==> src/design/rcg_pkg.sv <==
// Shared types and constants for the replay cache gate.
package rcg_pkg;

    typedef enum logic [1:0] {
        OP_CHECK  = 2'd0,
        OP_COMMIT = 2'd1,
        OP_REBIND = 2'd2,
        OP_BAD    = 2'd3
    } op_t;

    typedef enum logic [2:0] {
        ST_OK        = 3'd0,
        ST_MISMATCH  = 3'd1,
        ST_SCHEMA    = 3'd2,
        ST_EXPIRED   = 3'd3,
        ST_REPLAYED  = 3'd4,
        ST_EXHAUSTED = 3'd5,
        ST_STALE     = 3'd6
    } status_t;

    localparam logic [1:0] BIND_MATCH = 2'd0;
    localparam logic [1:0] BIND_ZERO  = 2'd2;

    localparam logic [63:0] SERIAL_HALF = 64'h8000_0000_0000_0000;

    localparam logic [2:0] REG_TTL   = 3'd0;
    localparam logic [2:0] REG_SLOTS = 3'd1;

    typedef enum logic [2:0] {
        S_IDLE,
        S_SCAN,
        S_COMPARE,
        S_CLEAR,
        S_DONE
    } state_t;

    typedef struct packed {
        logic [1:0]  op;
        logic [63:0] now_ms;
        logic [63:0] issue_ms;
        logic [63:0] frame_exp_ms;
        logic [63:0] sequence_req;
        logic [63:0] msg_id_hi;
        logic [63:0] msg_id_lo;
        logic [1:0]  binding_status;
        logic [5:0]  prep_slot;
        logic [63:0] prep_generation;
    } req_t;

    typedef struct packed {
        logic [2:0]  status;
        logic [63:0] out_generation;
        logic [5:0]  out_slot;
        logic [63:0] cache_expiry;
    } rsp_t;

    // Serial-number comparison: cand is newer than cur
    function automatic logic serial_newer(input logic [63:0] cand, input logic [63:0] cur);
        logic [63:0] d;
        d = cand - cur;
        return (d != 64'd0) && (d < SERIAL_HALF);
    endfunction

endpackage

==> src/design/rcg_cfg.sv <==
// APB-style configuration registers for the replay cache gate.
module rcg_cfg (
    input  logic        clk,
    input  logic        rst_n,
    input  logic        psel,
    input  logic        penable,
    input  logic        pwrite,
    input  logic [2:0]  paddr,
    input  logic [31:0] pwdata,
    output logic [31:0] prdata,
    output logic        pready,
    output logic [31:0] ttl_ms,
    output logic [6:0]  slots_in_use
);
    logic [31:0] ttl_reg;
    logic [6:0]  slots_reg;
    logic        wr_en;

    assign pready = 1'b1;
    assign wr_en  = psel && penable && pwrite;

    // Register writes
    always_ff @(posedge clk or negedge rst_n)
    begin
        if (!rst_n)
        begin
            ttl_reg   <= 32'd60000;
            slots_reg <= 7'd64;
        end
        else if (wr_en)
        begin
            if (paddr == {rcg_pkg::REG_TTL[0], 2'b00})
                ttl_reg <= pwdata;
            else if (paddr == {rcg_pkg::REG_SLOTS[0], 2'b00})
                slots_reg <= pwdata[6:0];
        end
    end

    // Read mux
    always_comb
    begin
        prdata = 32'd0;
        if (paddr == {rcg_pkg::REG_TTL[0], 2'b00})
            prdata = ttl_reg;
        else if (paddr == {rcg_pkg::REG_SLOTS[0], 2'b00})
            prdata = {25'd0, slots_reg};
    end

    assign ttl_ms       = ttl_reg;
    assign slots_in_use = slots_reg;
endmodule

==> config.mk <==
export PLATFORM = sky130hd
export DESIGN_NAME = rcg_cfg
export DESIGN_NICKNAME = d
export VERILOG_FILES = /design/src/design/rcg_pkg.sv /design/src/design/rcg_cfg.sv
export SDC_FILE = /design/constraint.sdc
export NUM_CORES = 1
export LEC_CHECK = 0
export BUFFER_PORTS_ARGS = -buffer_cell sky130_fd_sc_hd__buf_2
export CAP_MARGIN = 10
export CORE_MARGIN = 2
export CORE_UTILIZATION = 47
export CTS_CLUSTER_DIAMETER = 50
export DETAILED_ROUTE_END_ITERATION = 6
export PLACE_DENSITY = 0.85
export SLEW_MARGIN = 20
export SYNTH_ARGS = -nofsm -noshare
export SYNTH_HDL_FRONTEND = slang
export SYNTH_SLANG_ARGS = --single-unit
export TNS_END_PERCENT = 30
==> constraint.sdc <==
create_clock -name clk -period 1.75 [get_ports clk]
set_input_delay 0.0875 -clock clk [delete_from_list [all_inputs] [get_ports clk]]
set_output_delay 0.0875 -clock clk [all_outputs]
set_load 0.02 [all_outputs]
==> results_dict.tcl <==
set metrics [dict create \
    placementRows 23 \
    io_pins 112 \
    port-buffer-count 110 \
    clk_latency_ns 0.28 \
    stdcell_count 295 \
    max_cap_viol_count 0 \
    first_global_vias 1270 \
    layout-drive-gt1-share_pct 71.8 \
    crit_start "ttl_ms[6]$_DFFE_PN1P_" \
    synth_fp_nets 172 \
    max_clock_freq_mhz 807 \
    cts.clk_slew.worst_paths_ns 0.08 \
    status "finished, final reports clean" \
    worstSetupPathType "flip-flop to output port" \
    crit_path_start_kind "flip-flop" \
    gr-total-overflow 0 \
    layout_common_cells "buf_2, dfrtp_1, mux2_4" \
    firstDrtPassIters 4 \
    worstReg2RegStart "ttl_ms[0]$_DFFE_PN0P_" \
    wire_per_inst_um 14.0 \
    seq_area_frac_synth_pct 50.5 \
    hpwl_um 3100 \
    clock_skew_ns 0 \
    htree_levels 2 \
    ant_nets 0 \
    slew_viol_final 0 \
    routabilityCongestion 0.703 \
    dieArea_um2 4690 \
    antenna_found_initial 0 \
    drtIter0Drc 41 \
    max-vdd-ir-drop_uv 563 \
    cp.required_ns 1.66 \
    crit_fanout 3 \
    synth_cell_types 18 \
    hold_violations 0 \
    arrival_ns 1.15 \
    initial_core_util_pct 48.8 \
    setup_viol 0 \
    num_vias 1406 \
    hp-start "pwdata[29]" \
    die_y_um 68.5 \
    cts_root_buf "clkbuf_8" \
    end_kind "output port" \
    fp.coreArea_um2 4000 \
    reg2regPathDepth 1 \
    clockBufferDepth 2 \
    setup_tns_ns 0 \
    tritoncts "yes" \
    cts.sinks 39 \
    grt_setup_unrepaired "no" \
    via_per_inst 4.77 \
    hold_path_class "input port to flip-flop" \
    nets 284 \
    ys_seq_elements 39 \
    dp.cells 286 \
    layout_commonest_cell "buf_2" \
    wirelength_um 4130 \
    grt_start_max_net_pins 40 \
    p_leak_nw 1.45 \
    period_needed_ns 1.24 \
    grt.total_usage_pct 17.4 \
    syn_avg_cell_area_um2 14.8 \
    hold_depth 2 \
    fin_crit_sh_pct 70.8 \
    route.detailed.drc 0 \
    syn2layout_area_growth_pct 33.2 \
    die_x_um 68.5 \
    cts_buffers 5 \
    synth_area_um2 1950 \
    whs_ns 0.0339 \
    placed_cell_area_um2 2500 \
    power.density_nw_per_um2 1040 \
    antennaDiodeCount 0 \
    final_core_util_pct 65.1 \
    synth_warnings 0 \
    grt_pass1_wl_um 6020 \
    fin_area_um2 2600 \
    syn_inst 132 \
]
-- Yosys cell counts --
master    instances  area share (%)
dfrtp_1          31              40
buf_12            3             3.1
buf_4             1            0.38
mux2i_1           7             3.6
mux2_2            9             5.2
and2_2            5             1.9
nor3b_1           1            0.38
nor2_1            7             1.3
and2_1           20             6.4
buf_6             2             1.2
dfstp_2           8              11
conb_1            1            0.19
nand4_2           1            0.64
and4_1            1            0.45
clkbuf_1          3            0.58
nor3_4            1            0.83
mux2_4           30              23
or2_2             1            0.32
-- cell families after synthesis --
group / Yosys count / synth area share (%)
DFF: 39 / 50.5
other: 1 / 0.192
and+or+nand+nor: 37 / 12.3
buffers and inverters: 9 / 5.19
muxes: 46 / 31.8
-- final timing paths --
kind / slack (ns) / end
worst max-delay path: 0.51 / prdata[6]
min in group asynchronous: 0.39 / slots_in_use[1]$_DFFE_PN0P_
worst min-delay path: 0.03 / ttl_ms[29]$_DFFE_PN0P_
worst max register to register: 0.96 / ttl_ms[0]$_DFFE_PN0P_
max in group asynchronous: 1.00 / ttl_ms[5]$_DFFE_PN1P_
worst min register to register: 0.53 / ttl_ms[18]$_DFFE_PN0P_
-- flip-flops by register name, indices dropped and copies added, names as in the netlist --
name / count
slots_in_use: 7
ttl_ms: 32
-- repair_timing --
action,in CTS,in global routing
hold buffers,1,0
hold endpoints to repair,31,0
gates resized for setup,0,0
setup buffers,0,0
endpoints found under the setup margin,0,0
-- final cells by class --
cell class / count / area, um^2
flip-flops and latches: 39 / 986
clock inverters: 1 / 5.00
well taps: 50 / 62.6
fillers: 302 / 1400
multi-input cells: 84 / 867
clock buffers: 7 / 86.3
repair buffers: 114 / 596
-- stage by stage --
step           worst slack, ns  total power [mW]
2_1_floorplan            0.446              1.80
4_1_cts                  0.493              2.74
3_3_place_gp             0.343              2.10
3_5_place_dp             0.279              2.12
5_1_grt                  0.426              2.85
6_report                 0.510              2.71
-- worst max-delay path, stage by stage (launching register included) --
cell and delay, ns:
dfstp_2 0.55, mux2i_1 0.07, nor2_1 0.09, buf_2 0.16
-- report_power, final --
part | internal, mW | total [mW] | switching, mW
Combinational | 0.407 | 0.862 | 0.455
Sequential | 1.11 | 1.24 | 0.135
Clock | 0.318 | 0.604 | 0.286
Total | 1.83 | 2.71 | 0.876
-- per-layer routing --
| layer | track usage (%) | share of wire (%) |
|---|---|---|
| met3 | 3.45 | 6.6 |
| met4 | 5.25 | 0.82 |
| met1 | 23.4 | 44 |
| met2 | 28.1 | 48 |
| met5 | 0 | 0 |
No activity file was read; power rests on OpenSTA's default activity.
